==> src/hdl/sfd_pkg.sv <==
// shared types, codes and the lead byte table of the string frame decoder
`timescale 1ns / 1ps

package sfd_pkg;

    // header parsing phase, one-hot
    typedef enum logic [3:0] {
        PH_HEADER  = 4'b0001,
        PH_LEN_HI  = 4'b0010,
        PH_LEN_LO  = 4'b0100,
        PH_PAYLOAD = 4'b1000
    } t_phase;

    // status codes on the result
    typedef enum logic [1:0] {
        ST_OK          = 2'd0,
        ST_BAD_HEADER  = 2'd1,
        ST_BAD_LEAD    = 2'd2,
        ST_UNUSED      = 2'd3
    } t_status;

    // header codes
    localparam logic [7:0] HDR_SHORT_MAX = 8'h1F;
    localparam logic [7:0] HDR_MED_MIN   = 8'h30;
    localparam logic [7:0] HDR_MED_MAX   = 8'h33;
    localparam logic [7:0] HDR_FINAL     = 8'h53;
    localparam logic [7:0] HDR_CHUNK     = 8'h52;

    // one result of the decoder
    typedef struct packed {
        logic [7:0] out_byte;
        logic       out_valid;
        logic       char_start;
        logic       string_done;
        t_status    status;
    } t_result;

    // byte count of a character from the top five bits of its lead byte, 0 if bad
    function automatic logic [2:0] lead_len(input logic [4:0] top);
        logic [2:0] len;
        case (top)
            5'h18, 5'h19, 5'h1A, 5'h1B: len = 3'd2;
            5'h1C, 5'h1D:               len = 3'd3;
            5'h1E:                      len = 3'd4;
            default: begin
                if (top[4] == 1'b0) begin
                    len = 3'd1;
                end else begin
                    len = 3'd0;
                end
            end
        endcase
        return len;
    endfunction

endpackage

==> src/hdl/sfd_core.sv <==
// decoder state and the per-byte step logic
`timescale 1ns / 1ps

module sfd_core
    import sfd_pkg::*;
(
    input  logic       i_clk,
    input  logic       i_rst_n,
    input  logic       i_fire,
    input  logic [7:0] i_byte,
    output t_result    o_res
);

    t_phase      r_phase,       n_phase;
    logic [15:0] r_chars_left,  n_chars_left;
    logic [1:0]  r_cont_left,   n_cont_left;
    logic        r_final_chunk, n_final_chunk;
    logic [7:0]  r_length_high, n_length_high;

    logic [2:0]  w_len;
    logic [15:0] w_chunk_len;

    assign w_len       = lead_len(i_byte[7:3]);
    assign w_chunk_len = {r_length_high, i_byte};

    always_comb begin
        n_phase       = r_phase;
        n_chars_left  = r_chars_left;
        n_cont_left   = r_cont_left;
        n_final_chunk = r_final_chunk;
        n_length_high = r_length_high;
        o_res.out_byte    = i_byte;
        o_res.out_valid   = 1'b0;
        o_res.char_start  = 1'b0;
        o_res.string_done = 1'b0;
        o_res.status      = ST_OK;

        case (r_phase)
            PH_LEN_HI: begin
                n_length_high = i_byte;
                n_phase       = PH_LEN_LO;
            end
            PH_LEN_LO: begin
                n_chars_left = w_chunk_len;
                n_cont_left  = 2'd0;
                if (w_chunk_len != 16'd0) begin
                    n_phase = PH_PAYLOAD;
                end else begin
                    n_phase           = PH_HEADER;
                    o_res.string_done = r_final_chunk;
                end
            end
            PH_PAYLOAD: begin
                if (r_cont_left == 2'd0) begin
                    if (w_len == 3'd0) begin
                        o_res.status  = ST_BAD_LEAD;
                        n_phase       = PH_HEADER;
                        n_chars_left  = 16'd0;
                        n_cont_left   = 2'd0;
                        n_final_chunk = 1'b1;
                        n_length_high = 8'd0;
                    end else begin
                        o_res.out_valid  = 1'b1;
                        o_res.char_start = 1'b1;
                        n_chars_left     = r_chars_left - 16'd1;
                        n_cont_left      = 2'(w_len - 3'd1);
                        if (n_cont_left == 2'd0 && n_chars_left == 16'd0) begin
                            n_phase           = PH_HEADER;
                            o_res.string_done = r_final_chunk;
                        end
                    end
                end else begin
                    o_res.out_valid = 1'b1;
                    n_cont_left     = r_cont_left - 2'd1;
                    if (n_cont_left == 2'd0 && r_chars_left == 16'd0) begin
                        n_phase           = PH_HEADER;
                        o_res.string_done = r_final_chunk;
                    end
                end
            end
            default: begin
                if (i_byte <= HDR_SHORT_MAX) begin
                    n_final_chunk = 1'b1;
                    n_chars_left  = {8'd0, i_byte};
                    n_cont_left   = 2'd0;
                    if (i_byte != 8'd0) begin
                        n_phase = PH_PAYLOAD;
                    end else begin
                        n_phase           = PH_HEADER;
                        o_res.string_done = 1'b1;
                    end
                end else if (i_byte >= HDR_MED_MIN && i_byte <= HDR_MED_MAX) begin
                    n_final_chunk = 1'b1;
                    n_length_high = i_byte - HDR_MED_MIN;
                    n_phase       = PH_LEN_LO;
                end else if (i_byte == HDR_FINAL) begin
                    n_final_chunk = 1'b1;
                    n_phase       = PH_LEN_HI;
                end else if (i_byte == HDR_CHUNK) begin
                    n_final_chunk = 1'b0;
                    n_phase       = PH_LEN_HI;
                end else begin
                    o_res.status  = ST_BAD_HEADER;
                    n_phase       = PH_HEADER;
                    n_chars_left  = 16'd0;
                    n_cont_left   = 2'd0;
                    n_final_chunk = 1'b1;
                    n_length_high = 8'd0;
                end
            end
        endcase
    end

    always_ff @(posedge i_clk) begin
        if (!i_rst_n) begin
            r_phase       <= PH_HEADER;
            r_chars_left  <= 16'd0;
            r_cont_left   <= 2'd0;
            r_final_chunk <= 1'b1;
            r_length_high <= 8'd0;
        end else if (i_fire) begin
            r_phase       <= n_phase;
            r_chars_left  <= n_chars_left;
            r_cont_left   <= n_cont_left;
            r_final_chunk <= n_final_chunk;
            r_length_high <= n_length_high;
        end
    end

endmodule

==> src/hdl/string_frame_decoder.sv <==
// top level of the string frame decoder: input register, step logic, result register
`timescale 1ns / 1ps

// string frame decoder: takes a chunked, length-prefixed utf-8 string one byte
// per transfer and returns one result per byte, in order. header bytes (short,
// medium, final 'S' and non-final 0x52 chunk forms) give a character count;
// payload bytes pass through with out_valid set, char_start marks each lead byte
// and string_done marks the byte that ends the last character of a final chunk
// (or the last header byte of an empty final chunk). an unknown header code gives
// status 1 and a bad lead byte status 2; both send the decoder back to header
// parsing. one byte is taken per clock with no gaps while the result side is not
// stalling: a byte waits in the input register, the decoder state updates as it
// moves into the result register, and the result is offered from that register.
// o_stall only rises when both registers hold a transfer and the result side is
// stalling.

module string_frame_decoder
    import sfd_pkg::*;
(
    input  logic       i_clk,
    input  logic       i_rst_n,
    // input channel
    input  logic       i_valid,
    output logic       o_stall,
    input  logic [7:0] i_in_byte,
    // result channel
    output logic       o_valid,
    input  logic       i_stall,
    output logic [7:0] o_out_byte,
    output logic       o_out_valid,
    output logic       o_char_start,
    output logic       o_string_done,
    output logic [1:0] o_status
);

    logic       r_in_valid;
    logic [7:0] r_in_byte;
    logic       r_out_valid;
    t_result    r_out;

    logic       w_out_free;   // result register can load this cycle
    logic       w_move;       // byte moves from input register into result register
    logic       w_take;       // input transfer accepted
    t_result    w_res;

    assign w_out_free = !r_out_valid || !i_stall;
    assign w_move     = r_in_valid && w_out_free;
    assign o_stall    = r_in_valid && !w_out_free;
    assign w_take     = i_valid && !o_stall;

    // decoder state only advances when a byte leaves the input register
    sfd_core u_core (
        .i_clk   (i_clk),
        .i_rst_n (i_rst_n),
        .i_fire  (w_move),
        .i_byte  (r_in_byte),
        .o_res   (w_res)
    );

    // control
    always_ff @(posedge i_clk) begin
        if (!i_rst_n) begin
            r_in_valid  <= 1'b0;
            r_out_valid <= 1'b0;
        end else begin
            if (!o_stall) begin
                r_in_valid <= i_valid;
            end
            if (w_out_free) begin
                r_out_valid <= r_in_valid;
            end
        end
    end

    // payload, held while stalled
    always_ff @(posedge i_clk) begin
        if (w_take) begin
            r_in_byte <= i_in_byte;
        end
        if (w_move) begin
            r_out <= w_res;
        end
    end

    assign o_valid       = r_out_valid;
    assign o_out_byte    = r_out.out_byte;
    assign o_out_valid   = r_out.out_valid;
    assign o_char_start  = r_out.char_start;
    assign o_string_done = r_out.string_done;
    assign o_status      = r_out.status;

endmodule

==> config.mk <==
export PLATFORM = sky130hd
export DESIGN_NAME = string_frame_decoder
export DESIGN_NICKNAME = d
export VERILOG_FILES = /design/src/hdl/sfd_pkg.sv /design/src/hdl/sfd_core.sv /design/src/hdl/string_frame_decoder.sv
export SDC_FILE = /design/constraint.sdc
export NUM_CORES = 1
export LEC_CHECK = 0
export BUFFER_PORTS_ARGS = -buffer_cell sky130_fd_sc_hd__buf_2
export CAP_MARGIN = 25
export CORE_MARGIN = 3
export CORE_UTILIZATION = 35
export CTS_BUF_LIST = sky130_fd_sc_hd__clkbuf_8
export CTS_CLUSTER_SIZE = 25
export DETAILED_ROUTE_END_ITERATION = 8
export SLEW_MARGIN = 0
export SYNTH_ARGS = -nofsm -noshare
export SYNTH_HDL_FRONTEND = slang
export SYNTH_SLANG_ARGS = --single-unit
==> constraint.sdc <==
create_clock -name i_clk -period 2.53 [get_ports i_clk]
set_input_delay 0.506 -clock i_clk [delete_from_list [all_inputs] [get_ports i_clk]]
set_output_delay 0.506 -clock i_clk [all_outputs]
set_load 0.005 [all_outputs]
Yosys cells after proc, flatten, opt, wreduce, memory -nomap -nowiden
Index checks and enable logic that the tools add are counted.
{"block": "word_totals", "in_bits": 12, "register_bits": 54, "elab_cells": 130, "out_inout_bits": 15}
{"block": "classes", "mux": 57, "order_cmp": 3, "n_eq_ne": 22, "n_reduce_logical": 28, "n_bitwise": 3, "add_sub_neg": 4}
{"cell": "16-bit 2-to-1 mux", "n": 6}
{"cell": "8-bit 2-to-1 mux", "n": 6}
{"cell": "16-bit case mux with 3 select lines", "n": 1}
{"cell": "4-bit 2-to-1 mux", "n": 9}
{"cell": "5-bit == test, second input constant", "n": 7}
{"cell": "16-bit zero test", "n": 2}
{"cell": "2-bit 2-to-1 mux", "n": 12}
{"cell": "8-bit case mux with 3 select lines", "n": 1}
{"cell": "4-bit by 3-bit != test with 1-bit output, second input constant", "n": 5}
{"cell": "8-bit by 7-bit == test with 1-bit output, second input constant", "n": 2}
{"cell": "16-bit nonzero test", "n": 1}
{"cell": "16-bit by 1-bit subtractor with 16-bit output, second input constant", "n": 1}
{"cell": "1-bit 2-to-1 mux", "n": 15}
{"cell": "4-bit case mux with 3 select lines", "n": 1}
{"cell": "3-bit case mux with 3 select lines", "n": 1}
{"cell": "8-bit by 6-bit greater-or-equal comparator with 1-bit output, second input constant", "n": 1}
{"cell": "8-bit by 5-bit <= comparator with 1-bit output, second input constant", "n": 1}
{"cell": "8-bit by 6-bit <= comparator with 1-bit output, second input constant", "n": 1}
{"cell": "8-bit nonzero test", "n": 1}
{"cell": "8-bit by 6-bit subtractor with 8-bit output, second input constant", "n": 1}
{"cell": "7-bit AND reduction", "n": 1}
{"cell": "1-bit logical AND", "n": 6}
{"cell": "2-bit zero test", "n": 3}
{"cell": "2-bit case mux with 3 select lines", "n": 1}
{"cell": "23 further kinds", "n": 31}

Logic depth before layout (Yosys ltp)
Gate-level depths: netlist (run 1).
{"block": "logic_depth", "depth_word": 10, "mapped_depth": 10, "ltp_nobuf": 10}

By module
Synthesis (run 1) repeated with hierarchy kept, for this count alone.
{"block": "hier_totals", "hier_cells": 342, "hier_area_um2": 3184.3}
{"mod": "sfd_core", "area_per_inst_um2": 2469.9, "cells_each": 313, "seq_area_each_um2": 620.6, "n_inst": 1}
{"mod": "string_frame_decoder", "area_per_inst_um2": 714.4, "cells_each": 29, "seq_area_each_um2": 670.6, "n_inst": 1}

Least setup slack after synthesis (run 1)
No wires, ideal clock.
{"block": "synth_path", "kind": "reg-to-reg", "start": "register u_core.r_chars_left[1]", "end": "register u_core.r_phase[0]", "arrival_time_ns": 2.147, "stages_incl_launch_ff": 11, "path_buffers": 2, "synth_period_minus_slack_ns": 2.279, "path_slack_ns": 0.251, "required_time_ns": 2.398, "setup_time_ns": 0.132, "path_cell_list": "dfxtp_1 -> clkbuf_1 -> inv_1 -> ha_1 -> or3b_1 -> clkbuf_1 -> o31ai_1 -> o211ai_1 -> a221oi_2 -> o41ai_4 -> mux2i_1"}
{"block": "synth_between", "elab_chain_len": 5, "elab_cells_between_ends": 8, "classes_between": "1 x add/sub; 2 x eq/ne; 5 x reduce/logical"}
{"item": "from (decl)", "line_no": "sfd_core.sv:15", "text": "logic [15:0] r_chars_left, n_chars_left;"}
{"item": "from (signal assigned)", "line_no": "sfd_core.sv:123", "text": "r_chars_left <= n_chars_left;"}
{"item": "16-bit by 1-bit subtractor with 16-bit output", "line_no": "sfd_core.sv:65", "text": "n_chars_left = r_chars_left - 16'd1;"}
{"item": "16-bit zero test", "line_no": "sfd_core.sv:67", "text": "if (n_cont_left == 2'd0 && n_chars_left == 16'd0) begin"}
{"item": "1-bit logical AND", "line_no": "sfd_core.sv:67"}
{"item": "4-bit != test (no line)"}
{"item": "3-bit AND reduction (no line) *"}
{"item": "to (signal assigned)", "line_no": "sfd_core.sv:122", "text": "r_phase <= n_phase;"}
{"item": "to (decl)", "line_no": "sfd_core.sv:14", "text": "t_phase r_phase, n_phase;"}
Mark *: on every way between the ends. The rest lies on a longest branch, timed or not.
A chain may end at the register's enable or synchronous reset.

==> results of run 1 <==
## power groups by stage
stage          clock (mW)  combinational, mW  sequential [mW]
5_1_grt             0.585              0.324            0.969
3_5_place_dp            0              0.285            0.983
2_1_floorplan           0              0.184            0.974
6_report            0.549              0.292            0.964
3_3_place_gp            0              0.281            0.982
4_1_cts             0.558              0.286            0.964
## layout by cell type, fill, tap and decap left out, drive strengths merged, types with 9 or more instances in the layout
cell / count
a21oi: 12
nor2: 26
o211ai: 9
dfxtp: 33
nor4: 10
nor3: 15
and2: 11
o21ai: 16
nand2: 35
buf: 58
inv: 15
edfxtp: 21
nand3: 10
## kinds of logic after synthesis
family / synth area share (%)
AO/OA/AOI/OAI: 19.7
XOR/XNOR: 1.97
adder cells (fa/ha/maj): 2.82
buffers and inverters: 5.68
flip-flops: 41.6
multiplexers: 2.94
AND/OR/NAND/NOR: 25.3
## routing by layer
metal | vias up | global-route usage (%) | share of wire [%]
met3 | 23 | 3.41 | 5.5
met1 | 1337 | 24.7 | 47
met4 | 0 | 7.15 | 2.9
met2 | 90 | 26.9 | 45
met5 | - | 0 | 0
li1 | 1340 | - | -
## final cells by class
cell class | instances | area (um^2) | share of cell area, %
clock buffer | 5 | 68.8 | 1.92
tap | 105 | 131 | 3.66
multi-input combinational | 251 | 1650 | 45.9
timing repair buffer | 58 | 370 | 10.3
sequential | 54 | 1290 | 36.0
clock inverter | 3 | 28.8 | 0.803
inverter | 13 | 48.8 | 1.36
## worst max-delay path by stage
| stage | slack, ns | cells past startpoint | start | endpoint |
|---|---|---|---|---|
| after floorplan | 0.25 | 10 | u_core.r_chars_left[1]$_SDFFE_PN0P_ | u_core.r_phase[0]$_SDFFE_PN1P_ |
| after global placement | 0.13 | 9 | r_in_byte[5]$_DFFE_PP_ | u_core.r_chars_left[10]$_SDFFE_PN0P_ |
| after detailed placement | 0.06 | 9 | r_in_byte[5]$_DFFE_PP_ | u_core.r_chars_left[14]$_SDFFE_PN0P_ |
| after CTS | 0.03 | 9 | r_in_byte[5]$_DFFE_PP_ | u_core.r_chars_left[10]$_SDFFE_PN0P_ |
| after global routing | 0.01 | 9 | u_core.r_chars_left[1]$_SDFFE_PN0P_ | o_string_done$_DFFE_PP_ |
| final | 0.15 | 9 | u_core.r_chars_left[1]$_SDFFE_PN0P_ | o_string_done$_DFFE_PP_ |
## sequential cells by signal, indices dropped and copies added, names as in the netlist
register              cells
o_char_start              1
o_out_byte                8
o_out_valid               1
o_status                  2
o_string_done             1
o_valid                   1
r_in_byte                 8
r_in_valid                1
u_core.r_chars_left      16
u_core.r_cont_left        2
u_core.r_final_chunk      1
u_core.r_length_high      8
u_core.r_phase            4
## stage by stage
stage                     setup WS (ns)  std cells  cell area [um^2]  hold slack [ns]
after floorplan                   0.251        346              3110            0.424
after CTS                        0.0252        489              3580            0.339
after global routing             0.0115        489              3590            0.337
after detailed placement         0.0623        481              3480            0.466
after global placement            0.130        481              3480            0.480
final                             0.150        489              3590            0.341
==> results.tsv, run 1 <==
metric	value	unit
root_buffer	clkbuf_8	
nets	402	
crit_chain	inv_1, ha_1, or3b_4, o31ai_1, o211ai_1, a221oi_2, buf_4, a21oi_1, o21ai_1	
slowest_delay	0.46	ns
fp.dieH	100	um
combPwrFrac	16.2	%
cts_sinks	54	
yosys.area.top_type	dfxtp_1	
ir_worst_vdd	210	uV
dieArea	10000	um^2
ys_async_sr_fraction	0	%
detail_route.first_pass.iterations	4	
wl	8440	um
numCtsBuffers	5	
final_hold_viol_count	0	
hold_class	in -> reg	
min_from	i_in_byte[3]	
ant_nets	0	
drc	0	
p_int	1.27	mW
grt_pass1_vias	2717	
grtUsageTotal	17.7	%
syn_area	3110	um^2
required	2.72	ns
final.period_utilization	94.1	%
grt_setup_unrepaired	no	
rr_worst_depth	9	
overflow	0	
fin_skew	0.0139	ns
power_frac_clock	30.4	%
seq_area_frac_synth	41.6	%
cts_hold_buffers	0	
r2r_slack	0.15	ns
ys_ff_latch	54	
crit_buf_inv	2	
slew_headroom	58.6	%
finalSetupViolCount	0	
synth.top_cells.by_count	nand2_1, dfxtp_1, nor2_1, edfxtp_1, clkbuf_1	
ios	27	
status	completed	
num_vias	2790	
cts_tree	yes	
min_to	r_in_byte[3]$_DFFE_PP_	
cellPowerDensity	504	nW/um^2
worstPathArrival	2.57	ns
cp-end-kind	flip-flop	
netSwitchingPower	535	uW
crit_type	reg -> reg	
synthTopCellsByArea	dfxtp_1, edfxtp_1, nand2_1, nor2_1, ha_1	
start_kind	flip-flop	
finish.utilization	42.6	%
ctsHtreeMaxLevel	2	
yosys_warnings	0	
clk_pin_slew	0.12	ns
clkLatencyLatePin	0.33	ns
hpwl	6210	um
slowest_stage	or3b_4	
routedWlPerCell	17.3	um
crit_path_max_fanout	7	
setup-tns-final	0	ns
synth_edf_count	21	
avgSynthCellArea	8.98	um^2
grt_max_degree	33	
drive_gt1_share	21.4	%
clock_path_buffers	2	
cts_resized	0	
p_seq_share	53.4	%
post-route-min-period	2.38	ns
syn_nets	365	
rr_endpoint	o_string_done$_DFFE_PP_	
tightestPinTransition	0.620	ns
initial_core_util	36.9	%
power.leakage	1.46	nW
synth.most_common_cell	nand2_1	
via_per_inst	5.71	
antenna_found_initial	0	
fmax	420	MHz
crit_family	compound AO/OA/AOI/OAI gates	
rr_startpoint	u_core.r_chars_left[1]$_SDFFE_PN0P_	
rows	33	
drv_cap	0	
core	8420	um^2
synthFlopType	dfxtp_1	
p_total	1.81	mW
drt_iter0_drc	219	
syn_to_final_growth	15.5	%
fill_cells	882	
synth_top_area_share	21.3	%
diodes	0	
gp_congestion	0.966	
min_path_cells	1	
slew_viol_final	0	
die_w	100	um
grt_pass1_wl	14100	um
cts_setup_buffers	0	
synthCells	346	
swShare	29.6	%
ys_types	56	
io_buffers	26	
No activity file was read; power rests on OpenSTA's default activity.
==> run 2, diff against run 1 <==
- clock period: 2.53 -> 2.6 ns (I/O delays scaled with it)
==> results.tsv, run 2 (synthesized netlist as in run 1, its figures left out) <==
metric	value	unit
slew_viol_final	0	
hold_class	in -> reg	
start_kind	flip-flop	
core	8420	um^2
syn_to_final_growth	15.3	%
drc	0	
largest_reg_flops	16	
routedWlPerCell	16.9	um
cts_hold_buffers	0	
top_layer	met4	
place_ws	0.131	ns
cp_common_cell	buf_4	
post-route-min-period	2.41	ns
grtUsageTotal	17.2	%
fin_skew	0.0150	ns
drt-met1-wl	3730	um
multi_input_area	1650	um^2
ir_worst_vdd	249	uV
fp.dieH	100	um
cellPowerDensity	483	nW/um^2
gp_congestion	0.869	
final.period_utilization	92.6	%
seqCellArea	1290	um^2
top_register	u_core.r_chars_left	
grt_max_degree	27	
final_hold_viol_count	0	
placedInstanceArea	3460	um^2
required	2.78	ns
root_buffer	clkbuf_8	
slowest_stage	dfxtp_1	
grt_pass1_vias	2715	
cts_tree	yes	
drt_iter0_drc	169	
worstPathArrival	2.59	ns
crit_chain	inv_1, ha_1, buf_4, o21bai_1, a311o_1, a221oi_2, buf_4, a21oi_1, o21ai_1	
fmax	415	MHz
final_common_cell	nand2_1	
crit_family	compound AO/OA/AOI/OAI gates	
via_per_inst	5.58	
crit_type	reg -> reg	
overflow	0	
hpwl	6190	um
final_area	3580	um^2
finalSetupViolCount	0	
drive_gt1_share	20.9	%
ctsHtreeMaxLevel	2	
grt_setup_unrepaired	no	
nets	401	
initial_core_util	36.9	%
crit_path_max_fanout	10	
dieArea	10000	um^2
setup-tns-final	0	ns
status	completed	
antenna_found_initial	0	
grt_pass1_wl	14000	um
fill_cells	856	
clkLatencyLatePin	0.32	ns
ios	27	
setup_slack	0.192	ns
slowest_delay	0.55	ns
die_w	100	um
drv_cap	0	
clk_pin_slew	0.12	ns
num_vias	2725	
tightestPinTransition	0.639	ns
io_buffers	26	
numCtsBuffers	5	
rows	33	
wl_met2	3970	um
detail_route.first_pass.iterations	4	
cts_sinks	54	
crit_buf_inv	3	
final_cell_mix	nand2_1, dfxtp_1, buf_4, buf_2, nor2_1	
clock_path_buffers	2	
slew_headroom	57.0	%
wl	8250	um
diodes	0	
ant_nets	0	
cp-end-kind	flip-flop	
route.met3.wl	348	um
power.leakage	1.45	nW
run 2: cell count changes in the layout (fill, tap and decap cells not counted), sizes merged:
cell	delta
inv	-1
clkinv	+1
buf	-1
run 2: worst paths after layout:
| path | startpoint | endpoint | slack [ns] | cells after the start |
|---|---|---|---|---|
| max | u_core.r_chars_left[0]$_SDFFE_PN0P_ | o_string_done$_DFFE_PP_ | 0.19 | 9 |
| min | i_in_byte[2] | r_in_byte[2]$_DFFE_PP_ | 0.37 | 1 |
| max reg2reg | u_core.r_chars_left[0]$_SDFFE_PN0P_ | o_string_done$_DFFE_PP_ | 0.19 | 9 |
| min reg2reg | u_core.r_final_chunk$_SDFFE_PN1P_ | u_core.r_final_chunk$_SDFFE_PN1P_ | 0.49 | 2 |
run 2: worst register-to-register path: stages (launching register included):
cell,delay [ns]
dfxtp_1,0.55
inv_1,0.14
ha_1,0.23
buf_4,0.16
o21bai_1,0.16
a311o_1,0.35
a221oi_2,0.32
buf_4,0.18
a21oi_1,0.08
o21ai_1,0.13
run 2: power breakdown:
group	leakage, nW	internal, mW	switching (mW)
Clock	0.0502	0.201	0.312
Sequential	0.470	0.909	0.0316
Combinational	0.931	0.120	0.157
Total	1.45	1.23	0.500
run 2: layout make-up:
cell class | count | share of cell area, %
Clock buffer | 5 | 1.92
Clock inverter | 3 | 0.804
Sequential cell | 54 | 36.1
Multi-Input combinational cell | 251 | 46.0
Tap cell | 105 | 3.67
Timing Repair Buffer | 57 | 10.1
Inverter | 13 | 1.36
run 2: through the flow:
step / util [%] / std cells / power, mW / hold slack (ns)
after CTS: 42.2 / 486 / 1.74 / 0.365
after global routing: 42.5 / 488 / 1.82 / 0.356
after detailed placement: 41.0 / 478 / 1.23 / 0.466
final: 42.5 / 488 / 1.73 / 0.372
after floorplan: - / 346 / 1.13 / 0.424
after global placement: 41.0 / 478 / 1.23 / 0.459
run 2: timing repair:
item                                    in CTS  in global routing
setup buffers                                0                  2
endpoints found under the setup margin       0                 11
resized for setup                            0                  4
run 2: routing by layer:
| layer | track usage [%] | vias to the layer above |
|---|---|---|
| met5 | 0 | - |
| li1 | - | 1344 |
| met2 | 28.0 | 65 |
| met3 | 2.50 | 15 |
| met1 | 23.6 | 1301 |
| met4 | 5.70 | 0 |
==> run 3, diff against run 2 <==
- BUFFER_PORTS_ARGS: -buffer_cell sky130_fd_sc_hd__buf_2 -> -buffer_cell sky130_fd_sc_hd__buf_4
==> results.tsv, run 3 (synthesized netlist as in run 1, its figures left out) <==
metric	value	unit
cp_common_cell	buf_4	
io_buffers	26	
cts_sinks	54	
top_register	u_core.r_chars_left	
slew_viol_final	0	
required	2.86	ns
setup-tns-final	0	ns
grt_setup_unrepaired	no	
clock_path_buffers	2	
clk_pin_slew	0.11	ns
drv_cap	0	
fp.dieH	100	um
ant_nets	0	
crit_chain	inv_1, ha_1, or3b_1, buf_4, o211ai_1, a221oi_2, buf_4, o41ai_4, mux2i_1	
power.leakage	1.47	nW
grt_pass1_vias	2583	
fin_skew	0.00961	ns
detail_route.first_pass.iterations	5	
drt_iter0_drc	175	
gp_congestion	0.922	
hpwl	6070	um
via_per_inst	5.62	
slowest_stage	or3b_1	
finalSetupViolCount	0	
rows	33	
cellPowerDensity	478	nW/um^2
start_kind	flip-flop	
final_cell_mix	buf_4, nand2_1, dfxtp_1, nor2_1, edfxtp_1	
cts_tree	yes	
ir_worst_vdd	273	uV
p_total	1.74	mW
initial_core_util	36.9	%
drc	0	
grt_max_degree	43	
final_hold_viol_count	0	
syn_to_final_growth	17.2	%
crit_type	reg -> reg	
hold_class	in -> reg	
crit_path_max_fanout	9	
core	8420	um^2
root_buffer	clkbuf_8	
crit_family	compound AO/OA/AOI/OAI gates	
overflow	0	
tightestPinTransition	0.637	ns
routedWlPerCell	16.9	um
final_common_cell	buf_4	
numCtsBuffers	5	
post-route-min-period	2.46	ns
drive_gt1_share	20.7	%
clkLatencyLatePin	0.32	ns
slowest_delay	0.45	ns
fmax	406	MHz
wl	8210	um
worstPathArrival	2.72	ns
cp-end-kind	flip-flop	
grtUsageTotal	17.1	%
num_vias	2736	
ios	27	
slew_headroom	57.4	%
die_w	100	um
antenna_found_initial	0	
final.period_utilization	94.7	%
diodes	0	
nets	400	
status	completed	
dieArea	10000	um^2
crit_buf_inv	3	
ctsHtreeMaxLevel	2	
grt_pass1_wl	13600	um
largest_reg_flops	16	
finish.utilization	43.2	%
==> run 3: area by class of cell <==
type	instances	area, um^2
clock buffer	5	68.8
clock inverter	3	28.8
fill	884	4780
inverter	13	48.8
multi-input combinational	251	1650
sequential	54	1290
tap	105	131
timing repair buffer	56	420
==> run 3: layer usage <==
metal	routed length (um)	global-route usage [%]	vias to the layer above
met3	374	2.85	12
met5	0	0	-
met4	170	6.01	0
met2	3810	26.5	78
met1	3860	24.2	1309
li1	-	-	1337
==> run 3: final timing paths <==
check                                 startpoint                                 to  slack, ns  cells past startpoint
max          u_core.r_chars_left[1]$_SDFFE_PN0P_     u_core.r_phase[3]$_SDFFE_PN0P_       0.14                      9
min                                 i_in_byte[2]             r_in_byte[2]$_DFFE_PP_       0.36                      1
max reg2reg  u_core.r_chars_left[1]$_SDFFE_PN0P_     u_core.r_phase[3]$_SDFFE_PN0P_       0.14                      9
min reg2reg    u_core.r_final_chunk$_SDFFE_PN1P_  u_core.r_final_chunk$_SDFFE_PN1P_       0.52                      2
==> run 3: timing repair <==
item,4_1_cts,5_1_grt
setup buffers,0,4
gates resized for setup,0,4
hold buffers,0,0
endpoints found under the setup margin,0,11
==> run 3: per-stage QoR <==
stage	instance area, um^2	cells	setup WS [ns]	hold slack [ns]
after floorplan	3110	346	0.321	0.424
after detailed placement	3500	475	0.117	0.495
after global placement	3500	475	0.146	0.490
final	3640	487	0.137	0.363
after global routing	3640	487	0.0102	0.345
after CTS	3600	483	0.0829	0.352
==> run 3: where the power goes <==
group	leakage, nW	switching, mW	internal [mW]
sequential	0.470	0.0353	0.909
combinational	0.947	0.152	0.130
clock	0.0502	0.312	0.200
